File: src/sv/ctid_pkg.sv
`timescale 1ns / 1ps
// Package for the complete binary tree store: default capacity, operation and
// status codes, controller states and the command/status structs between the
// controller and the datapath. No dependencies.
package ctid_pkg;

  localparam int unsigned CAPACITY = 64;

  typedef enum logic [1:0] {
    KIND_INSERT   = 2'd0,
    KIND_DELETE   = 2'd1,
    KIND_TRAVERSE = 2'd2
  } kind_e;

  typedef enum logic [2:0] {
    ST_INSERTED  = 3'd0,
    ST_DELETED   = 3'd1,
    ST_NOT_FOUND = 3'd2,
    ST_EMPTY     = 3'd3,
    ST_FULL      = 3'd4,
    ST_ELEMENT   = 3'd5
  } status_e;

  typedef enum logic [2:0] {
    S_IDLE,
    S_DECODE,
    S_DEL_LAST,
    S_DEL_SCAN,
    S_TR_DOWN,
    S_TR_FETCH,
    S_TR_EMIT,
    S_TR_UP
  } state_e;

  typedef enum logic [2:0] {
    PTR_HOLD,
    PTR_ZERO,
    PTR_ONE,
    PTR_LEFT,
    PTR_RIGHT,
    PTR_UP
  } ptr_op_e;

  typedef enum logic [1:0] {
    RD_LAST,
    RD_PTR,
    RD_NODE
  } rd_sel_e;

  typedef struct packed {
    logic    latch_in;
    logic    ins_write;
    logic    del_write;
    logic    cnt_inc;
    logic    cnt_dec;
    logic    rd_en;
    rd_sel_e rd_sel;
    ptr_op_e ptr_op;
    logic    scan_clr;
    logic    scan_step;
    logic    latch_last;
    logic    emit;
    status_e emit_status;
    logic    emit_elem;
    logic    emit_last;
  } dp_cmd_t;

  typedef struct packed {
    logic [1:0] kind;
    logic       cnt_zero;
    logic       cnt_full;
    logic       left_ok;
    logic       right_ok;
    logic       node_last;
    logic       node_odd;
    logic       match;
    logic       scan_done;
    logic       out_free;
  } dp_status_t;

endpackage

File: src/sv/complete_tree_insert_delete.sv
`timescale 1ns / 1ps
// Top level of the complete binary tree store (insert, delete, inorder dump).
// Instantiates ctid_ctrl and ctid_dp; uses ctid_pkg.
//
//   channel | direction | handshake              | payload
//   --------+-----------+------------------------+-------------------------------------
//   in      | input     | in_valid_i / in_stall_o | kind_i, value_i
//   out     | output    | out_valid_o / out_stall_i | status_o, item_value_o, last_of_run_o
//
// Insert issues its result from the decode state. Delete reads the last
// entry, then compares one stored entry per cycle through the single
// registered read port. Traversal emits values in order, walking the pointer
// down or up one tree level at a time between values. One at a time.
// Reset clears the entry count and control state only; the store is not swept.
// A stalled result holds in the output register and the engine waits on it.
module complete_tree_insert_delete #(
  parameter int unsigned CAPACITY = ctid_pkg::CAPACITY
) (
  input  logic               clk_i,
  input  logic               rst_ni,
  input  logic               in_valid_i,
  output logic               in_stall_o,
  input  logic [1:0]         kind_i,
  input  logic signed [31:0] value_i,
  output logic               out_valid_o,
  input  logic               out_stall_i,
  output logic [2:0]         status_o,
  output logic signed [31:0] item_value_o,
  output logic               last_of_run_o
);

  ctid_pkg::dp_cmd_t    dp_cmd;
  ctid_pkg::dp_status_t dp_status;

  ctid_ctrl u_ctrl (
    .clk_i      (clk_i),
    .rst_ni     (rst_ni),
    .in_valid_i (in_valid_i),
    .in_stall_o (in_stall_o),
    .status_i   (dp_status),
    .cmd_o      (dp_cmd)
  );

  ctid_dp #(
    .CAPACITY (CAPACITY)
  ) u_dp (
    .clk_i         (clk_i),
    .rst_ni        (rst_ni),
    .kind_i        (kind_i),
    .value_i       (value_i),
    .cmd_i         (dp_cmd),
    .status_o      (dp_status),
    .out_stall_i   (out_stall_i),
    .out_valid_o   (out_valid_o),
    .out_status_o  (status_o),
    .item_value_o  (item_value_o),
    .last_of_run_o (last_of_run_o)
  );

`ifndef SYNTHESIS
  a_busy_after_accept : assert property (@(posedge clk_i) disable iff (!rst_ni)
    (in_valid_i && !in_stall_o) |=> in_stall_o)
    else $error("input accepted twice in a row");

  a_emit_needs_room : assert property (@(posedge clk_i) disable iff (!rst_ni)
    dp_cmd.emit |-> (!out_valid_o || !out_stall_i))
    else $error("result issued over a stalled result");

  a_status_single : assert property (@(posedge clk_i) disable iff (!rst_ni)
    (out_valid_o && status_o != ctid_pkg::ST_ELEMENT) |-> last_of_run_o)
    else $error("status result not marked last");

  a_status_zero : assert property (@(posedge clk_i) disable iff (!rst_ni)
    (out_valid_o && status_o != ctid_pkg::ST_ELEMENT) |-> (item_value_o == 32'sd0))
    else $error("status result carries a value");
`endif

endmodule

File: src/sv/ctid_dp.sv
`timescale 1ns / 1ps
// Datapath: value store, entry count, walk pointer, scan compare and the
// output register. Driven by ctid_ctrl commands; uses ctid_pkg types.
module ctid_dp #(
  parameter int unsigned CAPACITY = ctid_pkg::CAPACITY
) (
  input  logic                 clk_i,
  input  logic                 rst_ni,
  input  logic [1:0]           kind_i,
  input  logic signed [31:0]   value_i,
  input  ctid_pkg::dp_cmd_t    cmd_i,
  output ctid_pkg::dp_status_t status_o,
  input  logic                 out_stall_i,
  output logic                 out_valid_o,
  output logic [2:0]           out_status_o,
  output logic signed [31:0]   item_value_o,
  output logic                 last_of_run_o
);

  localparam int unsigned IW = $clog2(CAPACITY);
  localparam int unsigned NW = $clog2(CAPACITY + 1);

  logic signed [31:0] mem_q [CAPACITY];
  logic signed [31:0] rdata_q;
  logic signed [31:0] val_q;
  logic signed [31:0] last_val_q;
  logic [1:0]         kind_q;
  logic [NW-1:0]      cnt_q, cnt_d;
  logic [NW-1:0]      ptr_q, ptr_d;
  logic [IW-1:0]      rd_idx_q;
  logic               rd_v_q, rd_v_d;
  logic               out_valid_q, out_valid_d;
  logic [2:0]         out_status_q;
  logic signed [31:0] out_item_q;
  logic               out_last_q;

  logic [NW:0]   ptr_ext, left, right, cnt_ext;
  logic [NW-1:0] ptr_m1, cnt_m1;
  logic          ptr_lt_cnt;
  logic          rd_fire;
  logic [IW-1:0] rd_addr;
  logic          wr_en;
  logic [IW-1:0] wr_addr;
  logic signed [31:0] wr_data;

  assign ptr_ext    = {1'b0, ptr_q};
  assign cnt_ext    = {1'b0, cnt_q};
  assign left       = {ptr_q, 1'b0};
  assign right      = {ptr_q, 1'b1};
  assign ptr_m1     = ptr_q - 1'b1;
  assign cnt_m1     = cnt_q - 1'b1;
  assign ptr_lt_cnt = (ptr_q < cnt_q);

  assign status_o.kind      = kind_q;
  assign status_o.cnt_zero  = (cnt_q == '0);
  assign status_o.cnt_full  = (cnt_q == NW'(CAPACITY));
  assign status_o.left_ok   = (left <= cnt_ext);
  assign status_o.right_ok  = (right <= cnt_ext);
  assign status_o.node_last = ((ptr_ext & (ptr_ext + 1'b1)) == '0) && (right > cnt_ext);
  assign status_o.node_odd  = ptr_q[0];
  assign status_o.match     = rd_v_q && (rdata_q == val_q);
  assign status_o.scan_done = !rd_v_q && !ptr_lt_cnt;
  assign status_o.out_free  = !out_valid_q || !out_stall_i;

  assign rd_fire = cmd_i.rd_en || (cmd_i.scan_step && ptr_lt_cnt);

  always_comb begin
    rd_addr = ptr_q[IW-1:0];
    if (!cmd_i.scan_step) begin
      case (cmd_i.rd_sel)
        ctid_pkg::RD_LAST: rd_addr = cnt_m1[IW-1:0];
        ctid_pkg::RD_PTR:  rd_addr = ptr_q[IW-1:0];
        ctid_pkg::RD_NODE: rd_addr = ptr_m1[IW-1:0];
        default:           rd_addr = ptr_q[IW-1:0];
      endcase
    end
  end

  always_comb begin
    wr_en   = cmd_i.ins_write || cmd_i.del_write;
    wr_addr = cmd_i.del_write ? rd_idx_q : cnt_q[IW-1:0];
    wr_data = cmd_i.del_write ? last_val_q : val_q;
  end

  always_ff @(posedge clk_i) begin
    if (wr_en) begin
      mem_q[wr_addr] <= wr_data;
    end
    if (rd_fire) begin
      rdata_q <= mem_q[rd_addr];
    end
  end

  always_comb begin
    ptr_d = ptr_q;
    case (cmd_i.ptr_op)
      ctid_pkg::PTR_HOLD: begin
        if (cmd_i.scan_step && ptr_lt_cnt) begin
          ptr_d = ptr_q + 1'b1;
        end
      end
      ctid_pkg::PTR_ZERO:  ptr_d = '0;
      ctid_pkg::PTR_ONE:   ptr_d = NW'(1);
      ctid_pkg::PTR_LEFT:  ptr_d = left[NW-1:0];
      ctid_pkg::PTR_RIGHT: ptr_d = right[NW-1:0];
      ctid_pkg::PTR_UP:    ptr_d = ptr_q >> 1;
      default:             ptr_d = ptr_q;
    endcase
  end

  always_comb begin
    cnt_d = cnt_q;
    if (cmd_i.cnt_inc) begin
      cnt_d = cnt_q + 1'b1;
    end else if (cmd_i.cnt_dec) begin
      cnt_d = cnt_m1;
    end
  end

  always_comb begin
    rd_v_d = rd_v_q;
    if (cmd_i.scan_clr) begin
      rd_v_d = 1'b0;
    end else if (cmd_i.scan_step) begin
      rd_v_d = ptr_lt_cnt;
    end
  end

  always_comb begin
    out_valid_d = out_valid_q && out_stall_i;
    if (cmd_i.emit) begin
      out_valid_d = 1'b1;
    end
  end

  always_ff @(posedge clk_i or negedge rst_ni) begin
    if (!rst_ni) begin
      cnt_q       <= '0;
      rd_v_q      <= 1'b0;
      out_valid_q <= 1'b0;
    end else begin
      cnt_q       <= cnt_d;
      rd_v_q      <= rd_v_d;
      out_valid_q <= out_valid_d;
    end
  end

  always_ff @(posedge clk_i) begin
    ptr_q <= ptr_d;
    if (cmd_i.latch_in) begin
      kind_q <= kind_i;
      val_q  <= value_i;
    end
    if (cmd_i.latch_last) begin
      last_val_q <= rdata_q;
    end
    if (cmd_i.scan_step) begin
      rd_idx_q <= ptr_q[IW-1:0];
    end
    if (cmd_i.emit) begin
      out_status_q <= cmd_i.emit_status;
      out_item_q   <= cmd_i.emit_elem ? rdata_q : 32'sd0;
      out_last_q   <= cmd_i.emit_last;
    end
  end

  assign out_valid_o   = out_valid_q;
  assign out_status_o  = out_status_q;
  assign item_value_o  = out_item_q;
  assign last_of_run_o = out_last_q;

endmodule

File: src/sv/ctid_ctrl.sv
`timescale 1ns / 1ps
// Controller: sequences insert, delete scan and inorder walk by issuing
// commands to ctid_dp. Uses ctid_pkg states and command/status structs.
module ctid_ctrl (
  input  logic                 clk_i,
  input  logic                 rst_ni,
  input  logic                 in_valid_i,
  output logic                 in_stall_o,
  input  ctid_pkg::dp_status_t status_i,
  output ctid_pkg::dp_cmd_t    cmd_o
);

  ctid_pkg::state_e state_q, state_d;

  always_ff @(posedge clk_i or negedge rst_ni) begin
    if (!rst_ni) begin
      state_q <= ctid_pkg::S_IDLE;
    end else begin
      state_q <= state_d;
    end
  end

  always_comb begin
    state_d = state_q;
    case (state_q)
      ctid_pkg::S_IDLE: begin
        if (in_valid_i) begin
          state_d = ctid_pkg::S_DECODE;
        end
      end
      ctid_pkg::S_DECODE: begin
        case (status_i.kind)
          ctid_pkg::KIND_INSERT: begin
            if (status_i.out_free) begin
              state_d = ctid_pkg::S_IDLE;
            end
          end
          ctid_pkg::KIND_DELETE: begin
            if (!status_i.cnt_zero) begin
              state_d = ctid_pkg::S_DEL_LAST;
            end else if (status_i.out_free) begin
              state_d = ctid_pkg::S_IDLE;
            end
          end
          ctid_pkg::KIND_TRAVERSE: begin
            if (!status_i.cnt_zero) begin
              state_d = ctid_pkg::S_TR_DOWN;
            end else if (status_i.out_free) begin
              state_d = ctid_pkg::S_IDLE;
            end
          end
          default: state_d = ctid_pkg::S_IDLE;
        endcase
      end
      ctid_pkg::S_DEL_LAST: state_d = ctid_pkg::S_DEL_SCAN;
      ctid_pkg::S_DEL_SCAN: begin
        if ((status_i.match || status_i.scan_done) && status_i.out_free) begin
          state_d = ctid_pkg::S_IDLE;
        end
      end
      ctid_pkg::S_TR_DOWN: begin
        if (!status_i.left_ok) begin
          state_d = ctid_pkg::S_TR_EMIT;
        end
      end
      ctid_pkg::S_TR_FETCH: state_d = ctid_pkg::S_TR_EMIT;
      ctid_pkg::S_TR_EMIT: begin
        if (status_i.out_free) begin
          if (status_i.node_last) begin
            state_d = ctid_pkg::S_IDLE;
          end else if (status_i.right_ok) begin
            state_d = ctid_pkg::S_TR_DOWN;
          end else begin
            state_d = ctid_pkg::S_TR_UP;
          end
        end
      end
      ctid_pkg::S_TR_UP: begin
        if (!status_i.node_odd) begin
          state_d = ctid_pkg::S_TR_FETCH;
        end
      end
      default: state_d = ctid_pkg::S_IDLE;
    endcase
  end

  always_comb begin
    cmd_o        = '0;
    cmd_o.rd_sel = ctid_pkg::RD_PTR;
    cmd_o.ptr_op = ctid_pkg::PTR_HOLD;
    in_stall_o   = 1'b1;
    case (state_q)
      ctid_pkg::S_IDLE: begin
        in_stall_o     = 1'b0;
        cmd_o.latch_in = in_valid_i;
      end
      ctid_pkg::S_DECODE: begin
        case (status_i.kind)
          ctid_pkg::KIND_INSERT: begin
            if (status_i.out_free) begin
              cmd_o.emit      = 1'b1;
              cmd_o.emit_last = 1'b1;
              if (status_i.cnt_full) begin
                cmd_o.emit_status = ctid_pkg::ST_FULL;
              end else begin
                cmd_o.ins_write   = 1'b1;
                cmd_o.cnt_inc     = 1'b1;
                cmd_o.emit_status = ctid_pkg::ST_INSERTED;
              end
            end
          end
          ctid_pkg::KIND_DELETE: begin
            if (!status_i.cnt_zero) begin
              cmd_o.rd_en  = 1'b1;
              cmd_o.rd_sel = ctid_pkg::RD_LAST;
            end else if (status_i.out_free) begin
              cmd_o.emit        = 1'b1;
              cmd_o.emit_last   = 1'b1;
              cmd_o.emit_status = ctid_pkg::ST_EMPTY;
            end
          end
          ctid_pkg::KIND_TRAVERSE: begin
            if (!status_i.cnt_zero) begin
              cmd_o.ptr_op = ctid_pkg::PTR_ONE;
            end else if (status_i.out_free) begin
              cmd_o.emit        = 1'b1;
              cmd_o.emit_last   = 1'b1;
              cmd_o.emit_status = ctid_pkg::ST_EMPTY;
            end
          end
          default: ;
        endcase
      end
      ctid_pkg::S_DEL_LAST: begin
        cmd_o.latch_last = 1'b1;
        cmd_o.scan_clr   = 1'b1;
        cmd_o.ptr_op     = ctid_pkg::PTR_ZERO;
      end
      ctid_pkg::S_DEL_SCAN: begin
        if (status_i.match) begin
          if (status_i.out_free) begin
            cmd_o.del_write   = 1'b1;
            cmd_o.cnt_dec     = 1'b1;
            cmd_o.emit        = 1'b1;
            cmd_o.emit_last   = 1'b1;
            cmd_o.emit_status = ctid_pkg::ST_DELETED;
          end
        end else if (status_i.scan_done) begin
          if (status_i.out_free) begin
            cmd_o.emit        = 1'b1;
            cmd_o.emit_last   = 1'b1;
            cmd_o.emit_status = ctid_pkg::ST_NOT_FOUND;
          end
        end else begin
          cmd_o.scan_step = 1'b1;
        end
      end
      ctid_pkg::S_TR_DOWN: begin
        if (status_i.left_ok) begin
          cmd_o.ptr_op = ctid_pkg::PTR_LEFT;
        end else begin
          cmd_o.rd_en  = 1'b1;
          cmd_o.rd_sel = ctid_pkg::RD_NODE;
        end
      end
      ctid_pkg::S_TR_FETCH: begin
        cmd_o.rd_en  = 1'b1;
        cmd_o.rd_sel = ctid_pkg::RD_NODE;
      end
      ctid_pkg::S_TR_EMIT: begin
        if (status_i.out_free) begin
          cmd_o.emit        = 1'b1;
          cmd_o.emit_elem   = 1'b1;
          cmd_o.emit_last   = status_i.node_last;
          cmd_o.emit_status = ctid_pkg::ST_ELEMENT;
          if (!status_i.node_last && status_i.right_ok) begin
            cmd_o.ptr_op = ctid_pkg::PTR_RIGHT;
          end
        end
      end
      ctid_pkg::S_TR_UP: begin
        cmd_o.ptr_op = ctid_pkg::PTR_UP;
      end
      default: ;
    endcase
  end

endmodule
File: config.mk
export PLATFORM = sky130hd
export DESIGN_NAME = complete_tree_insert_delete
export DESIGN_NICKNAME = d
export VERILOG_FILES = /design/src/sv/ctid_pkg.sv /design/src/sv/complete_tree_insert_delete.sv /design/src/sv/ctid_dp.sv /design/src/sv/ctid_ctrl.sv
export SDC_FILE = /design/constraint.sdc
export NUM_CORES = 2
export LEC_CHECK = 0
export BUFFER_PORTS_ARGS = -buffer_cell sky130_fd_sc_hd__buf_2
export CORE_AREA = 2 2 505 507
export CTS_CLUSTER_DIAMETER = 40
export DETAILED_ROUTE_END_ITERATION = 10
export DIE_AREA = 0 0 507 509
export SKIP_CTS_REPAIR_TIMING = 1
export SLEW_MARGIN = 20
export SYNTH_ARGS = -nofsm -noshare
export SYNTH_HDL_FRONTEND = slang
export SYNTH_HIERARCHICAL = 1
export SYNTH_SLANG_ARGS = --single-unit
File: constraint.sdc
create_clock -name clk_i -period 9.85 [get_ports clk_i]
set_input_delay 0.985 -clock clk_i [delete_from_list [all_inputs] [get_ports clk_i]]
set_output_delay 0.985 -clock clk_i [all_outputs]
set_load 0.05 [all_outputs]
# Word level (Yosys, flattened, before mapping)
# Memories as Yosys holds them, arrays and structs flattened. A register that Yosys moved wholly into a read port is not among the register bits.
# Index checks and enable logic that the tools add are counted.
[classes]
addsub = 5
mul = 0
n_div = 0
n_lt_le_gt_ge = 4
n_eq_ne = 23
n_shift = 0
mux = 65
bitwise = 1
n_reduce_logical = 28
[op_table]
columns = ["cell", "count"]
rows = [
  ["3-bit 2-to-1 mux", 16],
  ["7-bit case mux with 6 select lines", 1],
  ["32-bit == test", 1],
  ["32-bit 2-to-1 mux", 1],
  ["4-bit 2-to-1 mux", 7],
  ["3-bit case mux with 8 select lines", 1],
  ["1-bit 2-to-1 mux", 22],
  ["7-bit 2-to-1 mux", 3],
  ["3-bit == test (second input constant)", 6],
  ["6-bit 2-to-1 mux", 3],
  ["3-bit case mux with 3 select lines", 2],
  ["8-bit by 7-bit less-or-equal comparator with 1-bit output", 2],
  ["3-bit case mux with 5 select lines", 1],
  ["7-bit by 1-bit adder with 7-bit output (second input constant)", 2],
  ["3-bit by 2-bit == test with 1-bit output (second input constant)", 4],
  ["4-bit case mux with 3 select lines", 1],
  ["6-bit case mux with 2 select lines", 1],
  ["7-bit by 1-bit adder with 8-bit output (second input constant)", 1],
  ["7-bit by 8-bit AND with 8-bit output", 1],
  ["8-bit by 7-bit > comparator with 1-bit output", 1],
  ["8-bit logical NOT", 1],
  ["4-bit case mux with 2 select lines", 1],
  ["7-bit == test (second input constant)", 1],
  ["1-bit logical AND", 7],
  ["other kinds (21)", 39],
]
[totals]
regBits = 127
latch_bits = 0
ram_bits = 2048
mem_bits_ro = 0
output_inout_bits = 38
elab_cells = 139
n_memories = 1
[mem_list]
columns = ["name", "words", "width", "rd", "rd_clocked_by_memory_dff", "write_ports", "line_no", "text"]
rows = [
  ["u_dp.mem_q", 64, 32, 1, 1, 1, "ctid_dp.sv:23", "logic signed [31:0] mem_q [CAPACITY];"],
]

# Longest topological paths before layout
[logic_depth]
depth_word = 12
depth_mapped = 25
ltp_nobuf = 18

# Modules after synthesis
# The synthesis kept the hierarchy.
[modules_own_cells]
columns = ["mod", "instances", "cells_each", "area_each_um2"]
rows = [
  ["ctid_dp", 1, 5876, 87445.1],
  ["ctid_ctrl", 1, 85, 589.3],
]

# Worst setup path after synthesis
# Ideal clock, no wire load.
[synth_path]
kind = "reg2reg"
startpoint = "register u_dp.cnt_q[1]"
endpoint = "register u_dp.rdata_q[30] (read register of u_dp.mem_q), data pin"
setup_time_ps = 256
arrival_ps = 4871
path_slack_ps = 4723
stages_incl_launch_ff = 25
n_path_buf = 7
synth_period_minus_slack_ps = 5127
cell_sequence = "dfrtp_1 clkbuf_1 inv_1 ha_1 a21o_1 a21o_1 a21o_1 a21o_1 a21oi_1 nor2_1 o21ba_2 nor4_1 buf_4 or2_0 buf_4 o21ai_1 nand2_1 buf_2 buf_2 buf_2 clkbuf_1 o311ai_1 o311ai_1 a21oi_1 o211a_1"
[synth_lines]
columns = ["element", "line_no", "text"]
rows = [
  ["start: declaration", "ctid_dp.sv:28", "logic [NW-1:0] cnt_q, cnt_d;"],
  ["start signal: assignment", "ctid_dp.sv:142", "cnt_q <= cnt_d;"],
  ["end: declaration", "ctid_dp.sv:24", "logic signed [31:0] rdata_q;"],
]

==> metrics.md <==
| Metric | Value |
|---|---|
| Iteration-0 DRC count of the detailed router | `7688` |
| Flop pwr share | `31.3%` |
| Port Buffers | `75` |
| Root buf cell | `clkbuf_16` |
| Net Sw Frac | `42.01%` |
| Post-Syn Area per Cell | `~15 sq um` |
| DRC errors left | `0` |
| CTS tree | `built` |
| Die area | `0.2581 sq mm` |
| CP Capture Type | `register` |
| Count leader, synth | `edfxtp_1` |
| GRT overflow | `0` |
| Crit Path Max Fanout | `65` |
| Die height | `around 500 microns` |
| Synthesized flop and latch total | `2207` |
| Final WL | `257.6 mm` |
| Sequential fraction of the synthesis area | `75.21%` |
| YS warnings | `6` |
| Total vias in the final route | `54.02k` |
| TNS Setup | `0 ns` |
| Max-Cap Viols | `0` |
| Crit path kind | `reg2reg` |
| Slew margin rel. | `18.78%` |
| Worst Max-Slew Pin Slew | `1.207 ns` |
| Core Footprint | `0.2528 sq mm` |
| Row count | `185` |
| RSZ-0062 raised after global routing | `false` |
| Design Power | `around 35 mW` |
| Yosys cell types | `82` |
| CP startpoint kind | `register` |
| Leakage power | `33.03 nW` |
| Top area cells in the synthesized netlist | `edfxtp_1 (75%), nand2_1 (4.6%), nand3_1 (2.7%)` |
| H-tree Lvls | `4` |
| Fillers | `22.89k` |
| Clock Pin Slew Worst Setup and Hold Paths | `around 0.060 ns` |
| Nets | `6103` |
| Synth top area share | `74.87%` |
| Switching power | `14.85 mW` |
| EDFF count, synth | `2195` |
| Peak supply drop | `0.7705 mV` |
| Synth cell count leaders | `edfxtp_1 (2195), nand2_1 (1072), nand3_1 (481), clkbuf_1 (205), and3_1 (192)` |
| Cell taking the most area after synthesis | `edfxtp_1` |
| FF-to-FF End | `u_dp/rdata_q[5]` |
| Max-slew violations | `0` |
| Sink Count | `2207` |
| Area delta synth->final | `14.66%` |
| Post-Synthesis Cells | `a little under 6k` |
| Final Hold Viols | `0` |
| Multi-input gate area | `0.02051 sq mm` |
| Outcome | `complete, no violations` |
| # IOs | `76` |
| Power density cells | `roughly 350 mW/mm^2` |
| Reg2reg start | `u_dp/rdata_q[3]` |
| R2R cell count | `17` |
| Global-route wire length before repair | `366.6 mm` |
| Total GRT Usage | `19.44%` |
| Share of cells above drive strength 1 | `approximately 15%` |
| WP data arrival | `between 8 and 9 ns` |
| R2R Setup Slk | `1.68 ns` |
| Largest net degree at the start of global routing | `149` |
| Tmin final | `between 8 and 9 ns` |
| Detailed Place HPWL | `between 100 and 150 mm` |
| Initial Utilization | `between 30% and 40%` |
| Clk Latency, worst-skew pair | `slightly above 0.9 ns` |
| Clock buffer count from CTS | `239` |
| Ys flop type | `edfxtp_1` |
| Final clock skew | `around 0.068 ns` |
| Hold endpoint | `u_dp/val_q[10]` |
| Endpoints failing setup | `0` |
| DRT antenna net count | `0` |
| Vias in the first global route | `50.76k` |
| Hold_sp | `value_i[10]` |
| Die Wd | `507 microns` |
| Worst EP required | `roughly 10 ns` |
| Clk pwr share | `25.9%` |
| Initial antenna violation count | `10` |
| Internal cell power | `20.50 mW` |
| Drt via density | `between 5 and 6` |
| GPL Wtd Cong | `0.8672` |
| Worst hold path stage count | `1` |
| Hold crit path type | `in2reg` |
| Synthesized cell area | `between 0.08 and 0.09 sq mm` |
| Syn nets | `6028` |
| Final Cycle Share | `around 83%` |
| Initial DRT Pass Iterations | `5` |
| Post-synth ARST share | `0.5437%` |
| Routed len/inst | `26.81 microns` |
| Clock Path Buffers | `3` |
| Combinational share of power | `between 40% and 50%` |
| F_max | `0.1224 GHz` |
| Reg area | `0.06621 sq mm` |
==> worst max-delay path, stage by stage (launching register included) <==
cell and delay (ns):
edfxtp_1 0.52, xnor2_1 0.23, nand4_1 0.14, nor4_1 0.43
nand4_1 0.15, nor4_1 0.77, nor4_2 0.11, buf_4 0.24
or2_0 0.49, o21ai_4 0.29, buf_4 0.62, and2_4 0.89
buf_4 0.52, nand3_1 0.13, and4_1 0.21, o21ai_1 0.38
nand4_1 0.51, nor4_1 1.00
==> flip-flops by register name, indices dropped and copies added (netlist names), 2 cells and up <==
signal,cells
u_ctrl/state_q,3
u_dp/mem_q,2048
u_dp/ptr_q,7
u_dp/val_q,32
u_dp/rd_idx_q,6
u_dp/item_value_o,32
u_dp/last_val_q,32
u_dp/cnt_q,7
u_dp/out_status_o,3
u_dp/kind_q,2
u_dp/rdata_q,32
==> layout make-up <==
class | count | area share [%]
diodes | 3 | 0.007437
clock buffers | 275 | 6.059
clock inverters | 170 | 2.012
inverters | 24 | 0.08925
multi-input cells | 3327 | 20.32
flip-flops and latches | 2207 | 65.60
well taps | 3366 | 4.172
repair buffers | 237 | 1.748
==> per-stage QoR <==
| stage | hold WS, ns | cell area [sq um] | utilization [%] | setup WS [ns] | cells |
|---|---|---|---|---|---|
| final | 0.2623 | 100900 | 39.93 | 1.680 | 9609 |
| after global routing | 0.2217 | 100900 | 39.93 | 1.435 | 9607 |
| after CTS | -0.08012 | 100900 | 39.91 | 1.833 | 9604 |
| after detailed placement | 0.4787 | 92730 | 36.69 | 1.892 | 9159 |
| after global placement | 0.4697 | 92710 | 36.68 | 1.873 | 9158 |
| after floorplan | 0.4620 | 88030 | - | 4.723 | 5961 |
==> cells in the final DEF (no fill, tap or decap), types with 22 or more instances in the layout <==
master	n
a21o_1	40
and4_1	124
nor2_4	67
inv_6	22
mux2i_1	69
buf_4	148
nor4_1	37
clkinv_1	43
clkbuf_1	36
buf_2	75
inv_1	23
a221oi_1	65
clkbuf_16	239
mux2_2	154
edfxtp_1	2195
a31oi_1	133
and2_1	32
nor3_1	72
and3_1	192
nand2_1	1069
xnor2_1	34
clkinv_2	25
o21ai_1	66
nand3_1	480
ha_1	29
o21ai_0	177
a21oi_1	48
bufinv_16	30
nor2_1	69
mux4_2	66
o22ai_1	97
nand4_1	70
==> power groups by stage <==
stage | clock network, mW | registers [mW] | logic (mW)
floorplan | 0 | 11.3 | 9.46
CTS | 9.26 | 11.0 | 15.0
detailed placement | 0 | 11.2 | 15.0
global route | 9.62 | 11.1 | 16.1
finish | 9.15 | 11.0 | 15.1
global placement | 0 | 11.2 | 14.9
==> logic make-up (layout without fill, tap and decap cells) <==
family	Yosys count	after routing	synth area share (%)
xor+xnor	39	39	0.3880
compound gates	685	685	4.868
flops	2207	2207	75.21
fa+ha+maj	29	29	0.4122
mux	293	293	4.497
other cells	0	3	0
buf+inv	427	706	2.237
simple gates	2281	2281	12.38
==> layer usage <==
layer	global-route usage [%]	routed length [microns]	up-vias	share of wire (%)
li1	-	-	23000	-
met1	27.58	105300	27620	41
met2	29.28	114400	2961	44
met3	4.426	29060	436	11
met4	6.828	8907	0	3.5
met5	0	0	-	0
==> worst max-delay path by stage <==
stage,endpoint,start,depth (start not counted),slack [ns]
2_1_floorplan,u_dp/rdata_q[30],u_dp/cnt_q[1],24,4.72
3_3_place_gp,u_dp/rdata_q[5],u_dp/rdata_q[3],17,1.87
3_5_place_dp,u_dp/rdata_q[5],u_dp/rdata_q[3],17,1.89
4_1_cts,u_dp/rdata_q[5],u_dp/rdata_q[3],17,1.83
5_1_grt,u_dp/rdata_q[11],u_dp/rdata_q[3],17,1.44
6_report,u_dp/rdata_q[5],u_dp/rdata_q[3],17,1.68
Power figures use the tool's default switching activity.
